==> src/sv/srpr_pkg.sv <==
// Shared types, constants and CRC/scramble helper functions for the
// scrambled radio payload receiver. No dependencies.
`default_nettype none

package srpr_pkg;

  localparam int unsigned PAYLOAD_BYTES_DEF = 15;
  localparam int unsigned POS_W = 5;
  localparam int unsigned ADDR_W = 40;
  localparam int unsigned CRC_W = 16;
  localparam int unsigned CFG_IDX_W = 2;

  localparam logic [CFG_IDX_W-1:0] REG_RX_ADDRESS = 2'd0;
  localparam logic [CFG_IDX_W-1:0] REG_CRC_CHECK_ENABLE = 2'd1;
  localparam logic [CFG_IDX_W-1:0] REG_CRC_FINAL_XOR = 2'd2;

  localparam logic [CRC_W-1:0] CRC_POLY = 16'h1021;
  localparam logic [CRC_W-1:0] CRC_SEED_BASE = 16'hb5d2;
  localparam logic [CRC_W-1:0] FINAL_XOR_RESET = 16'h9BA7;
  localparam logic [CRC_W-1:0] COUNT_MAX = 16'hFFFF;

  localparam int unsigned SCRAMBLE_LEN = 24;
  localparam logic [7:0] SCRAMBLE [SCRAMBLE_LEN] = '{
    8'he3, 8'hb1, 8'h4b, 8'hea, 8'h85, 8'hbc, 8'he5, 8'h66,
    8'h0d, 8'hae, 8'h8c, 8'h88, 8'h12, 8'h69, 8'hee, 8'h1f,
    8'hc7, 8'h62, 8'h97, 8'hd5, 8'h0b, 8'h79, 8'hca, 8'hcc
  };

  typedef struct packed {
    logic [7:0] raw_byte;
    logic       first_byte;
  } in_t;

  typedef struct packed {
    logic [7:0]       data_byte;
    logic             data_valid;
    logic             packet_done;
    logic             crc_ok;
    logic [CRC_W-1:0] error_count;
  } out_t;

  typedef struct packed {
    logic [POS_W-1:0] byte_position;
    logic [CRC_W-1:0] running_crc;
    logic [7:0]       received_crc_high;
    logic [CRC_W-1:0] failure_count;
  } state_t;

  // One byte of CRC-16, MSB first, no reflection.
  function automatic logic [CRC_W-1:0] crc_byte(input logic [CRC_W-1:0] crc,
                                                input logic [7:0] b);
    logic [CRC_W-1:0] c;
    c = crc ^ {b, 8'h00};
    for (int k = 0; k < 8; k++) begin
      c = c[CRC_W-1] ? ({c[CRC_W-2:0], 1'b0} ^ CRC_POLY) : {c[CRC_W-2:0], 1'b0};
    end
    return c;
  endfunction

  function automatic logic [7:0] reverse8(input logic [7:0] v);
    logic [7:0] r;
    for (int k = 0; k < 8; k++) begin
      r[7-k] = v[k];
    end
    return r;
  endfunction

  function automatic logic [7:0] scramble_at(input logic [POS_W-1:0] idx);
    logic [7:0] s;
    s = 8'h00;
    if (idx < POS_W'(SCRAMBLE_LEN)) begin
      s = SCRAMBLE[idx];
    end
    return s;
  endfunction

  // Address seed, address bytes taken last byte first. Only evaluated on
  // constants at elaboration time.
  function automatic logic [CRC_W-1:0] address_seed(input logic [ADDR_W-1:0] addr);
    logic [CRC_W-1:0] c;
    logic [7:0] ab;
    c = CRC_SEED_BASE;
    for (int j = 0; j < 5; j++) begin
      ab = 8'(addr >> (8 * (4 - j)));
      c = crc_byte(c, ab ^ SCRAMBLE[j]);
    end
    return c;
  endfunction

  localparam logic [CRC_W-1:0] SEED_RESET = address_seed('0);

endpackage

`default_nettype wire

==> src/sv/srpr_step.sv <==
// Per-byte datapath of the receiver: position tracking, CRC update,
// descramble and CRC check. Depends on srpr_pkg.
`default_nettype none

module srpr_step #(
  parameter int unsigned PAYLOAD_BYTES = srpr_pkg::PAYLOAD_BYTES_DEF
) (
  input  var srpr_pkg::in_t                  item,
  input  var srpr_pkg::state_t               st,
  input  wire [srpr_pkg::CRC_W-1:0]          seed,
  input  wire                                check_en,
  input  wire [srpr_pkg::CRC_W-1:0]          final_xor,
  output srpr_pkg::state_t                   st_nxt,
  output srpr_pkg::out_t                     res
);

  localparam int unsigned POS_W = srpr_pkg::POS_W;
  localparam logic [POS_W-1:0] POS_PB = POS_W'(PAYLOAD_BYTES);
  localparam logic [POS_W-1:0] POS_LAST = POS_W'(PAYLOAD_BYTES - 1);
  localparam logic [POS_W-1:0] POS_CRC_LO = POS_W'(PAYLOAD_BYTES + 1);
  localparam logic [POS_W-1:0] POS_IDLE = POS_W'(PAYLOAD_BYTES + 2);
  localparam logic [POS_W-1:0] SCR_OFFSET = POS_W'(5);

  logic [POS_W-1:0]          pos;
  logic [srpr_pkg::CRC_W-1:0] crc;
  logic [srpr_pkg::CRC_W-1:0] rx_crc;

  always_comb begin
    pos = item.first_byte ? '0 : st.byte_position;
    crc = item.first_byte ? seed : st.running_crc;
    rx_crc = {st.received_crc_high, item.raw_byte};
    st_nxt = st;
    st_nxt.byte_position = pos;
    st_nxt.running_crc = crc;
    res = '0;

    if (pos < POS_PB) begin
      st_nxt.running_crc = srpr_pkg::crc_byte(crc, item.raw_byte);
      res.data_byte = srpr_pkg::reverse8(item.raw_byte ^
                                         srpr_pkg::scramble_at(pos + SCR_OFFSET));
      res.data_valid = 1'b1;
      if (!check_en && pos == POS_LAST) begin
        // Without CRC bytes the packet ends on its last payload byte.
        res.packet_done = 1'b1;
        res.crc_ok = 1'b1;
        st_nxt.byte_position = POS_IDLE;
      end else begin
        st_nxt.byte_position = pos + POS_W'(1);
      end
    end else if (check_en && pos == POS_PB) begin
      st_nxt.received_crc_high = item.raw_byte;
      st_nxt.byte_position = pos + POS_W'(1);
    end else if (check_en && pos == POS_CRC_LO) begin
      res.packet_done = 1'b1;
      if ((crc ^ rx_crc) == final_xor) begin
        res.crc_ok = 1'b1;
      end else if (st.failure_count != srpr_pkg::COUNT_MAX) begin
        st_nxt.failure_count = st.failure_count + srpr_pkg::CRC_W'(1);
      end
      st_nxt.byte_position = POS_IDLE;
    end

    res.error_count = st_nxt.failure_count;
  end

endmodule

`default_nettype wire

==> src/sv/scrambled_radio_payload_receiver_unit.sv <==
// A request accepted at an edge is registered in the result register, or in
// the skid entry while out_stall holds it, before it shows on out_payload.
// One byte per cycle while in_stall is low; the combinational CRC byte update feeds the next byte's CRC.
// A two-entry output buffer (result register plus skid) keeps in_stall registered.
// Reset (synchronous, rst_n low) empties the buffer, clears position and
// counters, and restores the register defaults and the seed of address zero.
`default_nettype none

module scrambled_radio_payload_receiver_unit #(
  parameter int unsigned PAYLOAD_BYTES = srpr_pkg::PAYLOAD_BYTES_DEF
) (
  input  wire                                 clk,
  input  wire                                 rst_n,
  input  wire                                 in_valid,
  output logic                                in_stall,
  input  var srpr_pkg::in_t                   in_payload,
  output logic                                out_valid,
  input  wire                                 out_stall,
  output srpr_pkg::out_t                      out_payload,
  input  wire                                 cfg_we,
  input  wire [srpr_pkg::CFG_IDX_W-1:0]       cfg_index,
  input  wire [srpr_pkg::ADDR_W-1:0]          cfg_wdata
);

  localparam int unsigned ADDR_W = srpr_pkg::ADDR_W;
  localparam int unsigned CRC_W = srpr_pkg::CRC_W;

  srpr_pkg::state_t state_r, state_nxt;
  srpr_pkg::out_t   res;
  srpr_pkg::out_t   out_r, skid_r;
  logic             out_valid_r, skid_valid_r;
  logic [CRC_W-1:0] seed_r, final_xor_r;
  logic             check_en_r;

  logic [CRC_W-1:0] seed_terms [ADDR_W];
  logic [CRC_W-1:0] seed_nxt;
  logic             in_take, out_take;

  // The seed is affine in the address, so it reduces to an XOR of one
  // constant column per address bit.
  for (genvar g = 0; g < ADDR_W; g++) begin : g_seed
    localparam logic [CRC_W-1:0] COL =
      srpr_pkg::address_seed(ADDR_W'(1) << g) ^ srpr_pkg::SEED_RESET;
    assign seed_terms[g] = cfg_wdata[g] ? COL : '0;
  end

  always_comb begin
    seed_nxt = srpr_pkg::SEED_RESET;
    for (int i = 0; i < ADDR_W; i++) begin
      seed_nxt = seed_nxt ^ seed_terms[i];
    end
  end

  always_ff @(posedge clk) begin
    if (!rst_n) begin
      seed_r <= srpr_pkg::SEED_RESET;
      check_en_r <= 1'b1;
      final_xor_r <= srpr_pkg::FINAL_XOR_RESET;
    end else if (cfg_we) begin
      case (cfg_index)
        srpr_pkg::REG_RX_ADDRESS:       seed_r <= seed_nxt;
        srpr_pkg::REG_CRC_CHECK_ENABLE: check_en_r <= cfg_wdata[0];
        srpr_pkg::REG_CRC_FINAL_XOR:    final_xor_r <= cfg_wdata[CRC_W-1:0];
        default: ;
      endcase
    end
  end

  srpr_step #(
    .PAYLOAD_BYTES(PAYLOAD_BYTES)
  ) u_step (
    .item      (in_payload),
    .st        (state_r),
    .seed      (seed_r),
    .check_en  (check_en_r),
    .final_xor (final_xor_r),
    .st_nxt    (state_nxt),
    .res       (res)
  );

  assign in_stall = skid_valid_r;
  assign in_take = in_valid && !skid_valid_r;
  assign out_take = out_valid_r && !out_stall;

  always_ff @(posedge clk) begin
    if (!rst_n) begin
      state_r.byte_position <= '0;
      state_r.running_crc <= srpr_pkg::SEED_RESET;
      state_r.received_crc_high <= '0;
      state_r.failure_count <= '0;
    end else if (in_take) begin
      state_r <= state_nxt;
    end
  end

  // Result register with a skid entry behind it.
  always_ff @(posedge clk) begin
    if (!rst_n) begin
      out_valid_r <= 1'b0;
      skid_valid_r <= 1'b0;
    end else if (skid_valid_r) begin
      if (out_take) begin
        out_r <= skid_r;
        skid_valid_r <= 1'b0;
      end
    end else if (in_take) begin
      if (!out_valid_r || out_take) begin
        out_r <= res;
        out_valid_r <= 1'b1;
      end else begin
        skid_r <= res;
        skid_valid_r <= 1'b1;
      end
    end else if (out_take) begin
      out_valid_r <= 1'b0;
    end
  end

  assign out_valid = out_valid_r;
  assign out_payload = out_r;

endmodule

`default_nettype wire

==> config.mk <==
export PLATFORM = sky130hd
export DESIGN_NAME = scrambled_radio_payload_receiver_unit
export DESIGN_NICKNAME = d
export VERILOG_FILES = /design/src/sv/srpr_pkg.sv /design/src/sv/srpr_step.sv /design/src/sv/scrambled_radio_payload_receiver_unit.sv
export SDC_FILE = /design/constraint.sdc
export NUM_CORES = 1
export LEC_CHECK = 0
export BUFFER_PORTS_ARGS = -buffer_cell sky130_fd_sc_hd__buf_2
export CORE_MARGIN = 1
export CORE_UTILIZATION = 45
export DETAILED_ROUTE_END_ITERATION = 10
export GPL_TIMING_DRIVEN = 0
export HOLD_SLACK_MARGIN = 0.15
export PLACE_DENSITY = 0.65
export SYNTH_ARGS = -nofsm -noshare
export SYNTH_HDL_FRONTEND = slang
export SYNTH_SLANG_ARGS = --single-unit
==> constraint.sdc <==
create_clock -name clk -period 4.6 [get_ports clk]
set_input_delay 1.38 -clock clk [delete_from_list [all_inputs] [get_ports clk]]
set_output_delay 1.38 -clock clk [all_outputs]
set_load 0.03 [all_outputs]
# Yosys cells after proc, flatten, opt, wreduce, memory -nomap -nowiden
# Memories as Yosys holds them, arrays and structs flattened.
# Index checks and enable logic that the tools add are counted.
# Widths: inputs -> output; s select.
dict set report classes {
  add_sub_neg 3
  multipliers 0
  div 0
  magnitude_cmp 3
  n_eq_ne 9
  shifts 0
  n_mux 81
  n_bitwise 55
  n_reduce_logical 21
}
# op count
set op_table {}
lappend op_table {{$mux 16} 20}
lappend op_table {{$xor 16x16->16} 15}
lappend op_table {{$mux 13} 14}
lappend op_table {{$xor 16x15->16} 8}
lappend op_table {{$mux 15} 8}
lappend op_table {{$xor 16x14->16} 7}
lappend op_table {{$mux 27} 4}
lappend op_table {{$mux 14} 7}
lappend op_table {{$xor 16x13->16} 5}
lappend op_table {{$mux 8} 4}
lappend op_table {{$xor 16x10->16} 2}
lappend op_table {{$xor 16x11->16} 2}
lappend op_table {{$xor 16x12->16} 2}
lappend op_table {{$mux 5} 5}
lappend op_table {{$mux 12} 2}
lappend op_table {{$not 3->3} 8}
lappend op_table {{$mux 11} 2}
lappend op_table {{$mux 10} 2}
lappend op_table {{$add 16x1->16 const B} 1}
lappend op_table {{$eq 16x16->1} 1}
lappend op_table {{$ne 16x16->1 const B} 1}
lappend op_table {{$eq 5x4->1 const B} 2}
lappend op_table {{$mux 9} 1}
lappend op_table {{$mux 1} 8}
lappend op_table {{22 further kinds} 41}
dict set report totals {
  ff_bits 134
  latchBits 0
  ramBits 0
  rom_bits 256
  inputBits 56
  out_inout_bits 29
  word_cells 192
  memories 1
}
# memory words word_bits read_ports rd_clocked_by_memory_dff wr line_no
set memory_table {}
lappend memory_table {{(no name shown)} 32 8 1 0 0 srpr_pkg.sv:72} ;# s = SCRAMBLE[idx];

# Logic depth before layout (Yosys ltp)
# Gate-level depths: netlist (run 1).
dict set report logic_depth {
  ltp_word 41
  mapped_depth 14
  mapped_depth_nobuf 12
}

# Hierarchy
# A second synthesis (run 1) with hierarchy kept.
dict set report unflattened {
  hier_cells 909
  hier_area_um2 8515.7
}
# mod instances cells_each area_each_um2
set by_module_without_submodules {}
lappend by_module_without_submodules {scrambled_radio_payload_receiver_unit 1 548 5958.2}
lappend by_module_without_submodules {srpr_step 1 361 2557.5}

# Least setup slack after synthesis (run 1)
# No wires, ideal clock.
dict set report synth_timing {
  kind {input to register}
  startpoint {input port rst_n}
  endpoint {register skid_r[0] in the netlist's numbering (enable)}
  setup_ns 0.445
  arrival_time_ns 3.882
  required_ns 4.155
  path_slack_ns 0.273
  path_stages 4
  n_path_buf 2
  path_cell_list {clkbuf_1 > inv_2 > clkbuf_1 > nor3_1}
}
dict set report synth_via {
  elab_chain_cells 1
}
# element line_no
set synth_lines {}
lappend synth_lines {{start, declared} scrambled_radio_payload_receiver_unit.sv:13} ;# input wire rst_n,
lappend synth_lines {{$reduce_and 4->1 (no line)} -}
lappend synth_lines {{end signal, assigned} scrambled_radio_payload_receiver_unit.sv:111} ;# skid_r <= res;
lappend synth_lines {{end, declared} scrambled_radio_payload_receiver_unit.sv:30} ;# srpr_pkg::out_t out_r, skid_r;
# No other way between the ends.
# A chain may end at the register's enable or synchronous reset.

# Worst setup path after layout (run 1)
dict set report layout_timing {
  startpoint {input port in_payload[0] in the netlist's numbering}
  endpoint {register out_r, in the netlist out_payload[25] (data pin)}
}
dict set report layout_via {
  elab_chain_cells 13
  word_cells_on_any_way 15
}
# element line_no
set layout_lines {}
lappend layout_lines {{start, declared} scrambled_radio_payload_receiver_unit.sv:16} ;# input var srpr_pkg::in_t in_payload,
lappend layout_lines {{$mux 5 *} srpr_step.sv:29} ;# pos = item.first_byte ? '0 : st.byte_position;
lappend layout_lines {{$add 5x3->5} srpr_step.sv:40} ;# srpr_pkg::scramble_at(pos + SCR_OFFSET));
lappend layout_lines {{$not 5->6 (implied by the code)} srpr_pkg.sv:72}
lappend layout_lines {{$mem_v2 32x8} -}
lappend layout_lines {{$mux 8 (implied by the code) (2 in series)} srpr_pkg.sv:72}
lappend layout_lines {{$mux 8} srpr_pkg.sv:71} ;# if (idx < POS_W'(SCRAMBLE_LEN)) begin
lappend layout_lines {{$mux 8} srpr_step.sv:37} ;# if (pos < POS_PB) begin
lappend layout_lines {{$xor 8x8->8} srpr_step.sv:39} ;# res.data_byte = srpr_pkg::reverse8(item.raw_byte ^
lappend layout_lines {{$mux 9 *} srpr_step.sv:37}
lappend layout_lines {{$mux 27 *} scrambled_radio_payload_receiver_unit.sv:107} ;# if (!out_valid_r || out_take) begin
lappend layout_lines {{$mux 27 *} scrambled_radio_payload_receiver_unit.sv:106} ;# end else if (in_take) begin
lappend layout_lines {{$mux 27 *} scrambled_radio_payload_receiver_unit.sv:101} ;# end else if (skid_valid_r) begin
lappend layout_lines {{end signal, assigned} scrambled_radio_payload_receiver_unit.sv:103} ;# out_r <= skid_r;
lappend layout_lines {{end signal, assigned} scrambled_radio_payload_receiver_unit.sv:108} ;# out_r <= res;
lappend layout_lines {{end, declared} scrambled_radio_payload_receiver_unit.sv:30}
# Every way passes the cells marked *; elsewhere a longest branch is shown, timed or not. The select of a mux whose other input is x is not followed.

==> results of run 1 <==
[cells in the mapped netlist (5+ instances only)]
cell	count	area share
o31ai_1	20	0.018
a31oi_1	14	0.011
or4_1	13	0.012
clkbuf_1	42	0.019
nor3_1	15	0.0091
nand3_1	29	0.018
inv_1	8	0.0036
o21ai_0	25	0.015
a21oi_1	31	0.019
nand2_1	123	0.056
nand4_1	7	0.0053
mux2i_1	35	0.042
nor2_1	64	0.029
a211oi_1	14	0.013
edfxtp_1	54	0.20
ha_1	10	0.015
nand2b_1	9	0.0068
dfxtp_1	80	0.19
xor2_1	29	0.031
nor4_1	10	0.0075
xnor2_1	174	0.18
o211ai_1	14	0.013
nor2b_1	5	0.0038
and3_1	6	0.0045
mux2_2	5	0.0068
[cells by family (layout without fill, tap and decap cells)]
group / Yosys count / in the layout / share of synthesized area
mux: 40 / 40 / 0.0490
compound gates: 153 / 153 / 0.125
buf+inv: 67 / 182 / 0.0352
fa+ha+maj: 10 / 10 / 0.0151
flops: 134 / 134 / 0.389
simple gates: 301 / 301 / 0.170
xor+xnor: 204 / 204 / 0.217
[flip-flops by register name (all words and copies together) (netlist names)]
name and count:
seed_r 16, state_r 45, in_stall 1, skid_r 27, out_payload 27, check_en_r 1, out_valid 1, final_xor_r 16
[how the worst max path moves through the flow]
stage,slack [ps],startpoint,cells past startpoint,end
final,660,in_payload[0],10,out_payload[25]
after global routing,430,in_payload[0],11,out_payload[23]
after CTS,700,in_payload[0],11,out_payload[23]
after detailed placement,240,in_payload[0],11,out_payload[23]
after global placement,-880,in_valid,5,skid_r[6]
after floorplan,270,rst_n,4,skid_r[0]
[worst reg2reg max path, stage by stage, from the launching register on]
cell and delay [ps]:
dfxtp_1 360, clkbuf_1 370, nand2_1 260, inv_1 270, ha_1 340, o21ai_0 130
xor2_1 180, nor2_1 150, clkbuf_1 390, xnor2_1 180, o221ai_1 160, xor2_1 200
o31ai_1 300
[per-layer routing]
layer / share of wire / up-vias
met5: 0 / -
met4: 0.020 / 0
met3: 0.046 / 31
met2: 0.47 / 212
met1: 0.46 / 3104
li1: - / 3411
[stage by stage]
stage                     area, µm²  hold WS, ps  utilization  setup TNS (ps)
final                          9630          454        0.534               0
after detailed placement       9020          448        0.501               0
after global routing           9630          489        0.534               0
after floorplan                8290          431            -               0
after CTS                      9630          456        0.534               0
after global placement         8980          441        0.498          -23650
[cell type report]
cell class / instances / area share
Buffer: 55 / 0.0253
Clock inverter: 15 / 0.0185
Tap cell: 229 / 0.0298
Multi-Input combinational cell: 708 / 0.497
Sequential cell: 134 / 0.335
Clock buffer: 17 / 0.0442
Timing Repair Buffer: 83 / 0.0455
Inverter: 12 / 0.00494
[layout by cell type, fill, tap and decap left out, drive strengths merged, types with 16 or more instances in the layout]
master    n
a21oi    31
buf      96
clkbuf   59
dfxtp    80
edfxtp   54
inv      21
mux2i    35
nand2   124
nand3    29
nor2     64
nor3     16
o21ai    25
o31ai    20
xnor2   174
xor2     29
[power breakdown]
group | leakage [µW] | switching, µW | internal, µW
Sequential | 0.00118 | 32.9 | 1300
Clock | 0.000291 | 600 | 779
Combinational | 0.00203 | 502 | 402
Total | 0.00350 | 1140 | 2480
==> impl_metrics.py, run 1 <==
metrics = {
    "outcome": {
        "status": "complete, no violations",
    },
    "clock_tree": {
        "cts_max_level": 4,
        "clkSlewWorstSetupHoldPaths_ps": 70,
        "cts_tree": "done",
        "post_cts_resized": 0,
        "clock_sinks": 134,
        "worstSkewPairLatency_ps": 420,
        "clk_path_buf_depth": 2,
        "numCtsBuffers": 17,
        "cts_root_buffer": "clkbuf_16",
        "ctsHoldBuffers": 0,
        "post-cts-setup-buffers": 0,
    },
    "layout": {
        "finalNonFillerCells": 1253,
        "drive_gt1_frac": 0.141,
        "register_area_um2": 3220,
        "area_growth_pct": 16.1,
        "multiInputGateArea_um2": 4780,
        "antenna_cells": 0,
        "fillers": 1687,
        "layout.nets": 1077,
    },
    "timing": {
        "slew_violations": 0,
        "fmax_ghz": 0.254,
        "worst_pin_slew_ps": 848,
        "finClkSkew_ps": 11.9,
        "period_share": 0.857,
        "finalHoldViolCount": 0,
        "layout_setup_ws_ps": 660,
        "min_period_ps": 3940,
        "rsz0062_at_grt": "no",
        "setup_viol": 0,
        "relSlewSlack": 0.432,
    },
    "grt": {
        "grt_pass1_wl_um": 33400,
        "grt_max_degree": 18,
        "gr-total-overflow": 0,
        "grt_use_met1": 0.306,
        "grt_use_met3": 0.0434,
        "busiest_layer": "met2",
        "met2_usage": 0.381,
        "grt_pass1_vias": 6309,
        "antenna_found_initial": 0,
        "track_usage": 0.232,
    },
    "critical_path": {
        "worstPathMaxFanout": 10,
        "cp_common_cell": "clkbuf_1",
        "rrSetupSlack_ps": 1160,
        "timing.critical_path.buf_inv": 5,
        "r2r_end": "out_payload[25]",
        "cp.required_ps": 4840,
        "critPathTopFamily": "buffers and inverters",
        "worstPathArrival_ps": 4180,
        "critPathCaptureType": "flip-flop",
        "slowest_delay_ps": 430,
        "cp_cell_sequence": "buf_4 > buf_1 > clkbuf_1 > nor2b_1 > ha_1 > clkbuf_1 > clkbuf_1 > o221ai_1 > xor2_1 > o31ai_1",
        "startpoint_type": "input port",
        "r2r_cells": 12,
        "r2r-start": "state_r[40]",
        "path_class": "in2reg",
        "slowest_stage": "clkbuf_1",
    },
    "worst_hold_path": {
        "hp-class": "reg2reg",
        "whs_endpoint": "state_r[34]",
        "hp-start": "state_r[34]",
        "whs_path_depth": 2,
    },
    "synthesis": {
        "ys_seq_area_frac": 0.389,
        "synth.cell_area_um2": 8290,
        "yosys_warnings": 0,
        "synth_cell_types": 67,
        "synth_edf_count": 54,
        "synth_area_per_cell_um2": 9.12,
        "async_flop_share": 0,
        "synthFlopType": "dfxtp_1",
        "syn_nets": 975,
        "netlist_instances": 909,
        "synth-seq-cells": 134,
    },
    "detailed_routing": {
        "first_pass_iters": 5,
        "vias": 6758,
        "via_per_inst": 5.39,
        "drt-initial-drc-count": 538,
        "wire_per_inst_um": 16.7,
        "drc": 0,
        "wl_um": 20900,
        "detail-route-antenna-nets": 0,
    },
    "pwr": {
        "peakVddDrop_mv": 0.368,
        "powerDensity_nw_per_um2": 376,
        "p_leak_uw": 0.00350,
        "finalPower_uw": 3620,
    },
    "floorplan": {
        "die-area_um2": 19000,
        "fp.dieW_um": 138,
        "coreArea_um2": 18000,
        "ios": 85,
        "initial_core_util": 0.460,
        "rows": 49,
        "fp.dieH_um": 138,
    },
    "placement": {
        "dp_slack_ps": 243,
        "gp_congestion": 0.879,
        "hpwl_um": 16200,
        "dpl.cell_count": 1221,
        "portBuffers": 80,
    },
    "job": {
        "max_cap_viol_count": 0,
    },
}
Note: power is estimated with default switching activity, not from simulation.
==> run 2, diff against run 1 <==
--- a/config.mk
+++ b/config.mk
@@ -9,7 +9,6 @@
 export CORE_MARGIN = 1
 export CORE_UTILIZATION = 45
 export DETAILED_ROUTE_END_ITERATION = 10
-export GPL_TIMING_DRIVEN = 0
 export HOLD_SLACK_MARGIN = 0.15
 export PLACE_DENSITY = 0.65
 export SYNTH_ARGS = -nofsm -noshare
==> constraint.sdc (replaced) <==
create_clock -name clk -period 4.6 [get_ports clk]
set_input_delay 0 -clock clk [delete_from_list [all_inputs] [get_ports clk]]
set_output_delay 0 -clock clk [all_outputs]
set_load 0.03 [all_outputs]
==> impl_metrics.py, run 2 (same netlist as run 1, synthesis figures left out) <==
metrics = {
    "outcome": {
        "status": "complete, no violations",
    },
    "detailed_routing": {
        "vias": 6792,
        "drt-initial-drc-count": 482,
        "wl_um": 20800,
        "drc": 0,
        "detail-route-antenna-nets": 0,
        "wire_per_inst_um": 16.6,
        "first_pass_iters": 4,
        "via_per_inst": 5.41,
    },
    "timing": {
        "relSlewSlack": 0.448,
        "finalHoldViolCount": 0,
        "worst_pin_slew_ps": 821,
        "period_share": 0.734,
        "min_period_ps": 3380,
        "slew_violations": 0,
        "rsz0062_at_grt": "no",
        "finClkSkew_ps": 7.52,
        "setup_viol": 0,
        "fmax_ghz": 0.296,
        "layout_setup_ws_ps": 1220,
        "final.setup.tns_ps": 0,
    },
    "critical_path": {
        "critPathCaptureType": "flip-flop",
        "r2r-start": "state_r[40]",
        "worstPathMaxFanout": 12,
        "worstPathArrival_ps": 3540,
        "startpoint_type": "flip-flop",
        "cp.required_ps": 4760,
        "rrSetupSlack_ps": 1220,
        "path_class": "reg2reg",
        "r2r_end": "out_payload[20]",
        "r2r_cells": 10,
    },
    "clock_tree": {
        "numCtsBuffers": 17,
        "cts_root_buffer": "clkbuf_16",
        "worstSkewPairLatency_ps": 420,
        "clkSlewWorstSetupHoldPaths_ps": 60,
        "clock_sinks": 134,
        "cts_max_level": 4,
        "post-cts-setup-buffers": 0,
        "ctsHoldBuffers": 46,
        "clk_path_buf_depth": 2,
        "cts_tree": "done",
        "post_cts_resized": 0,
    },
    "floorplan": {
        "fp.dieH_um": 138,
        "ios": 85,
        "die-area_um2": 19000,
        "initial_core_util": 0.460,
        "fp.dieW_um": 138,
        "coreArea_um2": 18000,
        "rows": 49,
    },
    "pwr": {
        "p_leak_uw": 0.00361,
        "peakVddDrop_mv": 0.273,
        "powerDensity_nw_per_um2": 370,
    },
    "layout": {
        "antenna_cells": 0,
        "final_area_um2": 9900,
        "utilization": 0.549,
        "final_cell_mix": "xnor2_1, nand2_1, buf_2",
        "finalNonFillerCells": 1255,
        "drive_gt1_frac": 0.140,
        "regMostFlops": "state_r",
        "area_growth_pct": 19.4,
        "largest_reg_flops": 45,
        "final_common_cell": "xnor2_1",
        "layout.nets": 1079,
    },
    "grt": {
        "grt_pass1_vias": 6452,
        "grt_max_degree": 46,
        "antenna_found_initial": 0,
        "track_usage": 0.231,
        "grt_pass1_wl_um": 33500,
        "gr-total-overflow": 0,
    },
    "placement": {
        "dpl.cell_count": 1177,
        "portBuffers": 84,
        "dp_slack_ps": 1140,
        "gp_congestion": 0.873,
        "post_dp_cell_area_um2": 8840,
        "hpwl_um": 14500,
    },
    "job": {
        "max_cap_viol_count": 0,
    },
    "worst_hold_path": {
        "hp-start": "cfg_wdata[35]",
        "whs_path_depth": 5,
        "hp-class": "in2reg",
        "whs_endpoint": "seed_r[3]",
    },
}
[run 2: changes by cell type in the layout (fill, tap and decap cells not counted), moves of 2 or more]
cell and delta:
buf_1 -4, bufinv_16 +2, clkbuf_1 -40, buf_4 +7
clkinv_8 -2, buf_6 -5, inv_8 -5, clkinvlp_4 +2
dlygate4sd3_1 +46, clkinv_4 +2
[run 2: power breakdown]
group | leakage, µW | switching (µW) | internal (µW) | total [µW]
registers | 0.00118 | 37.9 | 1300 | 1340
clock network | 0.000281 | 549 | 860 | 1410
logic | 0.00214 | 492 | 421 | 912
total | 0.00361 | 1080 | 2580 | 3660
[run 2: stage by stage]
step	total power (µW)	hold WS [ps]
detailed placement	2250	278
finish	3660	207
floorplan	2040	124
global route	3820	271
global placement	2240	273
CTS	3680	204
[run 2: final cells by class]
cell class	instances	area, µm²
clock buffer	19	433
clock inverter	13	173
fill	1660	8120
inverter	12	47.5
multi-input combinational	708	4780
sequential	134	3220
tap	229	287
timing repair buffer	140	956
[run 2: critical path, cell delays in order (launching register included)]
cell     delay [ps]
dfxtp_1         540
nand2_1         240
inv_1           240
ha_1            330
o21ai_0         140
xor2_1          190
nor2_1          550
mux2_2          410
o22ai_1         190
xnor2_1         170
o21ai_0         110
[run 2: worst max-delay path by stage]
stage | from | slack (ps) | end
after floorplan | in_stall | 970 | skid_r[0]
after detailed placement | in_payload[0] | 1140 | out_payload[20]
after CTS | state_r[40] | 1260 | out_payload[20]
after global routing | state_r[40] | 920 | out_payload[20]
after global placement | in_payload[0] | 1180 | out_payload[20]
final | state_r[40] | 1220 | out_payload[20]
[run 2: routing by layer]
metal	up-vias	wire length, µm	global-route usage
met1	3143	9460	0.295
met3	29	935	0.0368
met2	206	10000	0.395
li1	3414	-	-
met4	0	385	0.0761
met5	-	0	0
